`src/rtl/core/sha256_pkg.sv`:
```
// ----------------------------------------------------------------------------
// sha256_pkg
// Shared types and constants of the SHA-256 byte stream hasher.
// ----------------------------------------------------------------------------
`default_nettype none

package sha256_pkg;

  typedef logic [31:0] word_t;

  // Eight 32-bit working or chaining words, element 0 is a / H0.
  typedef logic [7:0][31:0] work_t;

  localparam int unsigned BlockBytes = 64;
  localparam int unsigned Rounds     = 64;
  localparam int unsigned DigWords   = 8;
  localparam int unsigned LenBytePos = 56;

  localparam logic [7:0] PadByte  = 8'h80;
  localparam logic [7:0] ZeroByte = 8'h00;

  localparam work_t InitHash = {
    32'h5be0cd19, 32'h1f83d9ab, 32'h9b05688c, 32'h510e527f,
    32'ha54ff53a, 32'h3c6ef372, 32'hbb67ae85, 32'h6a09e667
  };

  function automatic word_t round_k(input logic [5:0] idx);
    word_t k;
    case (idx)
      6'd0:  k = 32'h428a2f98;  6'd1:  k = 32'h71374491;
      6'd2:  k = 32'hb5c0fbcf;  6'd3:  k = 32'he9b5dba5;
      6'd4:  k = 32'h3956c25b;  6'd5:  k = 32'h59f111f1;
      6'd6:  k = 32'h923f82a4;  6'd7:  k = 32'hab1c5ed5;
      6'd8:  k = 32'hd807aa98;  6'd9:  k = 32'h12835b01;
      6'd10: k = 32'h243185be;  6'd11: k = 32'h550c7dc3;
      6'd12: k = 32'h72be5d74;  6'd13: k = 32'h80deb1fe;
      6'd14: k = 32'h9bdc06a7;  6'd15: k = 32'hc19bf174;
      6'd16: k = 32'he49b69c1;  6'd17: k = 32'hefbe4786;
      6'd18: k = 32'h0fc19dc6;  6'd19: k = 32'h240ca1cc;
      6'd20: k = 32'h2de92c6f;  6'd21: k = 32'h4a7484aa;
      6'd22: k = 32'h5cb0a9dc;  6'd23: k = 32'h76f988da;
      6'd24: k = 32'h983e5152;  6'd25: k = 32'ha831c66d;
      6'd26: k = 32'hb00327c8;  6'd27: k = 32'hbf597fc7;
      6'd28: k = 32'hc6e00bf3;  6'd29: k = 32'hd5a79147;
      6'd30: k = 32'h06ca6351;  6'd31: k = 32'h14292967;
      6'd32: k = 32'h27b70a85;  6'd33: k = 32'h2e1b2138;
      6'd34: k = 32'h4d2c6dfc;  6'd35: k = 32'h53380d13;
      6'd36: k = 32'h650a7354;  6'd37: k = 32'h766a0abb;
      6'd38: k = 32'h81c2c92e;  6'd39: k = 32'h92722c85;
      6'd40: k = 32'ha2bfe8a1;  6'd41: k = 32'ha81a664b;
      6'd42: k = 32'hc24b8b70;  6'd43: k = 32'hc76c51a3;
      6'd44: k = 32'hd192e819;  6'd45: k = 32'hd6990624;
      6'd46: k = 32'hf40e3585;  6'd47: k = 32'h106aa070;
      6'd48: k = 32'h19a4c116;  6'd49: k = 32'h1e376c08;
      6'd50: k = 32'h2748774c;  6'd51: k = 32'h34b0bcb5;
      6'd52: k = 32'h391c0cb3;  6'd53: k = 32'h4ed8aa4a;
      6'd54: k = 32'h5b9cca4f;  6'd55: k = 32'h682e6ff3;
      6'd56: k = 32'h748f82ee;  6'd57: k = 32'h78a5636f;
      6'd58: k = 32'h84c87814;  6'd59: k = 32'h8cc70208;
      6'd60: k = 32'h90befffa;  6'd61: k = 32'ha4506ceb;
      6'd62: k = 32'hbef9a3f7;  6'd63: k = 32'hc67178f2;
      default: k = 32'h0;
    endcase
    return k;
  endfunction

endpackage

`default_nettype wire

```
`src/rtl/core/sha256_if.sv`:
```
// ----------------------------------------------------------------------------
// sha256 channel interfaces
// Valid/ready channels for the request (byte or finish) and digest words.
// ----------------------------------------------------------------------------
`default_nettype none

interface sha256_in_if;
  logic       valid;
  logic       ready;
  logic       op;
  logic [7:0] data_byte;

  modport source (output valid, output op, output data_byte, input ready);
  modport sink   (input valid, input op, input data_byte, output ready);
endinterface

interface sha256_out_if;
  logic        valid;
  logic        ready;
  logic [31:0] digest_word;
  logic [2:0]  word_index;
  logic        last;

  modport source (output valid, output digest_word, output word_index, output last,
                  input ready);
  modport sink   (input valid, input digest_word, input word_index, input last,
                  output ready);
endinterface

`default_nettype wire

```
`src/rtl/core/sha256_round.sv`:
```
// ----------------------------------------------------------------------------
// sha256_round
// One compression round plus one message schedule step, combinational.
// ----------------------------------------------------------------------------
`default_nettype none

module sha256_round
  import sha256_pkg::*;
(
  input  wire work_t v_i,
  input  wire word_t k_i,
  input  wire word_t w0_i,   // W[t]
  input  wire word_t w1_i,   // W[t+1]
  input  wire word_t w9_i,   // W[t+9]
  input  wire word_t w14_i,  // W[t+14]
  output work_t v_o,
  output word_t w_new_o // W[t+16]
);

  function automatic word_t ror(input word_t x, input int unsigned n);
    return (x >> n) | (x << (32 - n));
  endfunction

  word_t big0, big1, ch, maj, t1, t2, s0, s1;

  always_comb begin
    big1 = ror(v_i[4], 6) ^ ror(v_i[4], 11) ^ ror(v_i[4], 25);
    ch   = (v_i[4] & v_i[5]) ^ (~v_i[4] & v_i[6]);
    t1   = v_i[7] + big1 + ch + k_i + w0_i;
    big0 = ror(v_i[0], 2) ^ ror(v_i[0], 13) ^ ror(v_i[0], 22);
    maj  = (v_i[0] & v_i[1]) ^ (v_i[0] & v_i[2]) ^ (v_i[1] & v_i[2]);
    t2   = big0 + maj;

    v_o[7] = v_i[6];
    v_o[6] = v_i[5];
    v_o[5] = v_i[4];
    v_o[4] = v_i[3] + t1;
    v_o[3] = v_i[2];
    v_o[2] = v_i[1];
    v_o[1] = v_i[0];
    v_o[0] = t1 + t2;

    s0 = ror(w1_i, 7) ^ ror(w1_i, 18) ^ (w1_i >> 3);
    s1 = ror(w14_i, 17) ^ ror(w14_i, 19) ^ (w14_i >> 10);
    w_new_o = w0_i + s0 + w9_i + s1;
  end

endmodule

`default_nettype wire

```
`src/rtl/core/sha256_byte_stream_hasher.sv`:
```
// ----------------------------------------------------------------------------
// sha256_byte_stream_hasher
// SHA-256 over a byte stream, one message byte per request, digest as 8 words.
// ----------------------------------------------------------------------------
// Usage: a data request (op = 0) is taken while the hasher is idle. Every 64th
// data byte completes a block; the hasher then runs the 64 rounds through its
// single round unit, one round per cycle, then folds the result into the
// chaining words, and keeps ready low until the fold is done. A finish request
// (op = 1) feeds the padding through the same byte path, one byte per cycle
// while no block is being compressed: 0x80, zeros up to byte 56 and the 8-byte
// bit length, each full block compressed as above (two blocks when 56 or more
// bytes were pending). The digest then leaves as eight words, H0 first, last
// flagged on word 7, one per accepted output cycle; after word 7 the hasher is
// back at the initial hash values and ready for the next message.
// ----------------------------------------------------------------------------
`default_nettype none

module sha256_byte_stream_hasher
  import sha256_pkg::*;
(
  input  wire           clk_i,
  input  wire           rst_ni,
  sha256_in_if.sink     req_i,
  sha256_out_if.source  dig_o
);

  // Sequencer states
  localparam logic [2:0] StIdle  = 3'd0;  // take data / finish requests
  localparam logic [2:0] StPad   = 3'd1;  // push zero pad bytes
  localparam logic [2:0] StLen   = 3'd2;  // push 8 length bytes, MSB first
  localparam logic [2:0] StRound = 3'd3;  // 64 compression rounds
  localparam logic [2:0] StFold  = 3'd4;  // H += working vars
  localparam logic [2:0] StOut   = 3'd5;  // emit digest words

  localparam logic [5:0] LastFill = 6'(BlockBytes - 1);
  localparam logic [5:0] LenFill  = 6'(LenBytePos);
  localparam logic [5:0] LastRnd  = 6'(Rounds - 1);
  localparam logic [2:0] LastWord = 3'(DigWords - 1);

  logic [2:0]   state_q, state_d;
  logic [5:0]   fill_q, fill_d;
  logic [63:0]  len_q, len_d;
  logic         fin_q, fin_d;     // finish in progress
  logic         final_q, final_d; // block holding the length is in flight
  logic [5:0]   rnd_q, rnd_d;
  logic [2:0]   idx_q, idx_d;
  logic [511:0] win_q, win_d;     // block bytes, then schedule window
  work_t        v_q, v_d;
  work_t        h_q, h_d;

  logic         in_acc, out_acc;
  logic         push;
  logic [7:0]   push_byte;
  work_t        v_rnd;
  word_t        w_new;

  assign in_acc  = req_i.valid & req_i.ready;
  assign out_acc = dig_o.valid & dig_o.ready;

  assign req_i.ready       = (state_q == StIdle);
  assign dig_o.valid       = (state_q == StOut);
  assign dig_o.digest_word = h_q[0];
  assign dig_o.word_index  = idx_q;
  assign dig_o.last        = (idx_q == LastWord);

  // Window word 0 is the oldest, i.e. W[t] during the rounds.
  sha256_round u_round (
    .v_i     (v_q),
    .k_i     (round_k(rnd_q)),
    .w0_i    (win_q[511:480]),
    .w1_i    (win_q[479:448]),
    .w9_i    (win_q[223:192]),
    .w14_i   (win_q[63:32]),
    .v_o     (v_rnd),
    .w_new_o (w_new)
  );

  always_comb begin
    state_d   = state_q;
    fill_d    = fill_q;
    len_d     = len_q;
    fin_d     = fin_q;
    final_d   = final_q;
    rnd_d     = rnd_q;
    idx_d     = idx_q;
    v_d       = v_q;
    h_d       = h_q;
    push      = 1'b0;
    push_byte = ZeroByte;

    case (state_q)
      StIdle: begin
        if (in_acc) begin
          push = 1'b1;
          if (!req_i.op) begin
            push_byte = req_i.data_byte;
            len_d     = len_q + 64'd8;
          end else begin
            push_byte = PadByte;
            fin_d     = 1'b1;
            state_d   = StPad;
          end
        end
      end
      StPad: begin
        if (fill_q == LenFill) begin
          state_d = StLen;
        end else begin
          push = 1'b1;
        end
      end
      StLen: begin
        push      = 1'b1;
        push_byte = len_q[63:56];
        len_d     = {len_q[55:0], len_q[63:56]};
        if (fill_q == LastFill) begin
          final_d = 1'b1;
        end
      end
      StRound: begin
        v_d   = v_rnd;
        rnd_d = rnd_q + 6'd1;
        if (rnd_q == LastRnd) begin
          state_d = StFold;
        end
      end
      StFold: begin
        for (int i = 0; i < 8; i++) begin
          h_d[i] = h_q[i] + v_q[i];
        end
        if (final_q) begin
          state_d = StOut;
          idx_d   = '0;
        end else if (fin_q) begin
          state_d = StPad;
        end else begin
          state_d = StIdle;
        end
      end
      StOut: begin
        if (out_acc) begin
          h_d   = {h_q[0], h_q[7:1]};
          idx_d = idx_q + 3'd1;
          if (idx_q == LastWord) begin
            h_d     = InitHash;
            len_d   = '0;
            fin_d   = 1'b0;
            final_d = 1'b0;
            state_d = StIdle;
          end
        end
      end
      default: begin
        state_d = StIdle;
      end
    endcase

    // A full block starts the rounds from the current chaining words.
    if (push) begin
      fill_d = fill_q + 6'd1;
      if (fill_q == LastFill) begin
        state_d = StRound;
        v_d     = h_q;
        rnd_d   = '0;
      end
    end
  end

  always_comb begin
    if (push) begin
      win_d = {win_q[503:0], push_byte};
    end else if (state_q == StRound) begin
      win_d = {win_q[479:0], w_new};
    end else begin
      win_d = win_q;
    end
  end

  always_ff @(posedge clk_i or negedge rst_ni) begin
    if (!rst_ni) begin
      state_q <= StIdle;
      fill_q  <= '0;
      len_q   <= '0;
      fin_q   <= 1'b0;
      final_q <= 1'b0;
      rnd_q   <= '0;
      idx_q   <= '0;
      h_q     <= InitHash;
    end else begin
      state_q <= state_d;
      fill_q  <= fill_d;
      len_q   <= len_d;
      fin_q   <= fin_d;
      final_q <= final_d;
      rnd_q   <= rnd_d;
      idx_q   <= idx_d;
      h_q     <= h_d;
    end
  end

  always_ff @(posedge clk_i) begin
    win_q <= win_d;
    v_q   <= v_d;
  end

`ifndef ASSERT_OFF
  a_out_block_empty: assert property (@(posedge clk_i) disable iff (!rst_ni)
    dig_o.valid |-> (fill_q == '0 && final_q))
    else $error("digest shown with bytes pending");

  a_len_tail: assert property (@(posedge clk_i) disable iff (!rst_ni)
    (state_q == StLen) |-> (fill_q[5:3] == 3'b111 && fin_q))
    else $error("length bytes outside last 8 positions");

  a_pad_finishing: assert property (@(posedge clk_i) disable iff (!rst_ni)
    (state_q == StPad) |-> (fin_q && !final_q))
    else $error("padding without finish");

  a_rnd_idle: assert property (@(posedge clk_i) disable iff (!rst_ni)
    (state_q != StRound) |-> (rnd_q == '0 || rnd_q == LastRnd + 6'd1))
    else $error("round counter off outside rounds");

  a_restart: assert property (@(posedge clk_i) disable iff (!rst_ni)
    (out_acc && dig_o.last) |=> (state_q == StIdle && len_q == '0 && !fin_q))
    else $error("hasher not restarted after digest");
`endif

endmodule

`default_nettype wire
```
`src/flat_wrapper.sv`:
```
// flat-port wrapper written by rule: the top's interface ports become plain ports
module sha256_byte_stream_hasher_flat import sha256_pkg::*;
  (clk_i, rst_ni, req_i_valid, req_i_op, req_i_data_byte, req_i_ready, dig_o_valid, dig_o_digest_word, dig_o_word_index, dig_o_last, dig_o_ready);
  sha256_in_if req_i_i ();
  sha256_out_if dig_o_i ();
  input  wire clk_i;
  input  wire rst_ni;
  input wire logic [$bits(req_i_i.valid)-1:0] req_i_valid;
  input wire logic [$bits(req_i_i.op)-1:0] req_i_op;
  input wire logic [$bits(req_i_i.data_byte)-1:0] req_i_data_byte;
  output wire logic [$bits(req_i_i.ready)-1:0] req_i_ready;
  output wire logic [$bits(dig_o_i.valid)-1:0] dig_o_valid;
  output wire logic [$bits(dig_o_i.digest_word)-1:0] dig_o_digest_word;
  output wire logic [$bits(dig_o_i.word_index)-1:0] dig_o_word_index;
  output wire logic [$bits(dig_o_i.last)-1:0] dig_o_last;
  input wire logic [$bits(dig_o_i.ready)-1:0] dig_o_ready;
  assign req_i_i.valid = req_i_valid;
  assign req_i_i.op = req_i_op;
  assign req_i_i.data_byte = req_i_data_byte;
  assign req_i_ready = req_i_i.ready;
  assign dig_o_valid = dig_o_i.valid;
  assign dig_o_digest_word = dig_o_i.digest_word;
  assign dig_o_word_index = dig_o_i.word_index;
  assign dig_o_last = dig_o_i.last;
  assign dig_o_i.ready = dig_o_ready;
  sha256_byte_stream_hasher u_core (.clk_i(clk_i), .rst_ni(rst_ni), .req_i(req_i_i), .dig_o(dig_o_i));
endmodule
```
`config.mk`:
```
export PLATFORM = sky130hd
export DESIGN_NAME = sha256_byte_stream_hasher_flat
export DESIGN_NICKNAME = d
export VERILOG_FILES = /design/src/rtl/core/sha256_pkg.sv /design/src/rtl/core/sha256_if.sv /design/src/rtl/core/sha256_round.sv /design/src/rtl/core/sha256_byte_stream_hasher.sv /design/src/flat_wrapper.sv
export SDC_FILE = /design/constraint.sdc
export NUM_CORES = 2
export LEC_CHECK = 0
export ABC_AREA = 1
export BUFFER_PORTS_ARGS = -buffer_cell sky130_fd_sc_hd__buf_2
export CORE_MARGIN = 2
export CORE_UTILIZATION = 38
export DETAILED_ROUTE_END_ITERATION = 8
export HOLD_SLACK_MARGIN = 0.05
export PLACE_DENSITY_LB_ADDON = 0.12
export SETUP_SLACK_MARGIN = 0.3
export SYNTH_ARGS = -nofsm -noshare
export SYNTH_HDL_FRONTEND = slang
export SYNTH_HIERARCHICAL = 1
export SYNTH_SLANG_ARGS = --single-unit
```
`constraint.sdc`:
```
create_clock -name clk_i -period 18.6 [get_ports clk_i]
set_clock_uncertainty 0.1 [all_clocks]
set_input_delay 0.93 -clock clk_i [delete_from_list [all_inputs] [get_ports clk_i]]
set_output_delay 0.93 -clock clk_i [all_outputs]
set_load 0.05 [all_outputs]
```
==> reports/results.ini <==
[outcome]
outcome = complete, no violations

[routing]
drtIter0Drc = 9241
num_vias = 83300
wire_per_inst_microns = 24.8
ant_nets = 0
avgViaCountPerCell = 5.40
firstDrtPassIters = 6
wirelength_microns = 382000
drc = 0

[place]
port_buffers = 50
dp_hpwl_microns = 292000
gp_congestion = 1.03

[synth]
yosys.area.top_type = nand2_1
synth-seq-cells = 1108
synthArstFlopShare = 0.307
synth-edff-count = 512
ys_dominant_reg_cell = edfxtp_1
synthCells = 12600
avgSynthCellArea_sq_um = 6.89
synth_top_cell_area_share = 0.202
synth.net_count = 13200
synth-seq-area-share = 0.335
yosysUniqueCellTypes = 74
synth_area_leaders = nand2_1, edfxtp_1, inv_1
yosysWarnings = 6
syn-cell-area_sq_um = 87200

[grt]
grt_pass1_vias = 78300
antenna_found_initial = 23
grt_pass1_wl_microns = 547000
overflow = 0
grt_usage = 0.317
grt_max_degree = 219

[finish]
drive_gt1_frac = 0.0484
synthToLayoutAreaGrowth_pct = 7.02
nets = 12900
final_cell_mix = nand2_1, inv_1, nor2_1
final_common_cell = nand2_1

[setup_path]
r2r_end = u_core/v_q[30]
crit_start = u_core/rnd_q[3]
crit_arrival_ps = 10410
rr_startpoint = u_core/rnd_q[3]
cp-end-kind = flip-flop
max_stage_delay_ps = 870
critPathKind = flip-flop to flip-flop
r2r_cells = 31
startpoint_type = flip-flop
slowest_stage = nor2_1
cp_max_fo = 47
rrSetupSlack_ps = 8840
required_ps = 19250
cpMostUsedCell = nand2_1
crit_end = u_core/v_q[30]

[timing]
setup_violations = 0
fin_crit_ps = 9760
slew_headroom = 0.181
fin_tns_setup_ps = 0
fmax_mhz = 102
hold_viol_final = 0
fin_crit_sh = 0.525
maxSlewViolCount = 0
rsz0062_at_grt = no
worst_pin_slew_ps = 1230

[die]
die_area_sq_um = 233000
ioPinCount = 51
die_width_microns = 483
dieHeight_microns = 483
num_rows = 175
start_util = 0.383
core_sq_um = 228000

[clock_tree]
cts_buffers = 141
clock-sinks = 1108
clk_pin_slew_ps = 70
root_buffer = clkbuf_16
tritoncts = yes
cts-resized-gates = 0
cts_buffer_depth = 3
cts_max_level = 4
clk_latency_ps = 840
cts_setup_buffers = 0

[run]
cap_violations = 0

[worst_hold_path]
min_from = u_core/fill_q[5]
min_path_type = flip-flop to flip-flop

per-layer routing:
| layer | global-route usage | up-vias | part of all wire |
|---|---|---|---|
| met1 | 0.469 | 40100 | 0.47 |
| li1 | - | 39200 | - |
| met5 | 0 | - | 0 |
| met3 | 0.0548 | 600 | 0.081 |
| met2 | 0.459 | 3327 | 0.41 |
| met4 | 0.116 | 0 | 0.041 |
repair_timing:
item	in CTS	in global routing
hold buffers	1	0
hold endpoints to repair	10	0
setup endpoints to repair	0	0
registers in the layout (all words and copies together) (netlist names):
signal	flops
u_core/len_q	64
u_core/final_q	1
u_core/win_q	512
u_core/dig_o.word_index	3
u_core/dig_o.digest_word	32
u_core/rnd_q	6
u_core/state_q	3
u_core/v_q	256
u_core/h_q	224
u_core/fin_q	1
u_core/fill_q	6
worst min-delay path by stage:
stage / endpoint / cells after the start / slack [ps]
after floorplan: u_core/fill_q[5] / 1 / 350
after global placement: u_core/fill_q[5] / 1 / 360
after detailed placement: u_core/fill_q[5] / 1 / 370
after CTS: u_core/win_q[1] / 3 / 350
after global routing: u_core/win_q[1] / 3 / 380
final: u_core/fill_q[5] / 1 / 380
cells by family after synthesis:
logic type | after synthesis | share of synthesized area
AND/OR/NAND/NOR | 6632 | 0.301
buffers and inverters | 2237 | 0.108
AO/OA/AOI/OAI | 1591 | 0.105
flip-flops | 1108 | 0.335
adder cells (fa/ha/maj) | 609 | 0.104
XOR/XNOR | 446 | 0.0448
multiplexers | 24 | 0.00281
synthesized netlist by cell type (10+ instances only):
| library cell | n |
|---|---|
| o21ai_0 | 313 |
| nor3_1 | 83 |
| inv_1 | 1580 |
| clkbuf_1 | 281 |
| o21ai_2 | 10 |
| nand3b_1 | 20 |
| o21ai_1 | 21 |
| nand4_1 | 53 |
| and2_1 | 19 |
| o211ai_1 | 17 |
| dfrtp_1 | 204 |
| ha_1 | 394 |
| o21a_1 | 10 |
| mux2i_1 | 20 |
| a22oi_1 | 28 |
| dfxtp_1 | 256 |
| xor2_1 | 263 |
| nand2_1 | 4692 |
| fa_1 | 195 |
| a31oi_1 | 279 |
| xnor2_1 | 183 |
| nand2_2 | 16 |
| nand3_1 | 552 |
| edfxtp_1 | 512 |
| o21bai_1 | 68 |
| o221ai_1 | 23 |
| a21o_1 | 37 |
| maj3_1 | 20 |
| nor2_1 | 1122 |
| buf_2 | 112 |
| dfstp_2 | 136 |
| or2_2 | 46 |
| a21oi_1 | 673 |
| o22ai_1 | 51 |
| buf_4 | 237 |
| buf_1 | 11 |
layout make-up:
cell class              count  area, sq um
well taps                3009         3760
flip-flops and latches   1108        29200
clock inverters            63          855
inverters                1594         6030
multi-input cells        9302        48600
fillers                 24200       134000
clock buffers             195         3900
diodes                      7         17.5
repair buffers            130          938
through the flow:
step / cell area [sq um] / std cells / setup WS (ps) / hold slack, ps / utilization
floorplan: 87200 / 12600 / 4830 / 346 / -
global placement: 88500 / 15100 / 9060 / 362 / 0.389
detailed placement: 88500 / 15100 / 9230 / 367 / 0.389
CTS: 93300 / 15400 / 9200 / 350 / 0.410
global route: 93300 / 15400 / 8310 / 385 / 0.410
finish: 93300 / 15400 / 8840 / 381 / 0.410
worst max-delay path, delay by kind of cell (launching register included):
family / cells / cell delay, ps
adders and majority gates: 6 / 2740
buffers and inverters: 7 / 1850
AOI/OAI and AO/OA: 5 / 1370
xor gates and xnor gates: 2 / 1030
and+or+nand+nor: 11 / 2290
DFF: 1 / 320
Power is not shown: default switching activity piles up to over one toggle a cycle in this logic, so the estimate is an artifact.
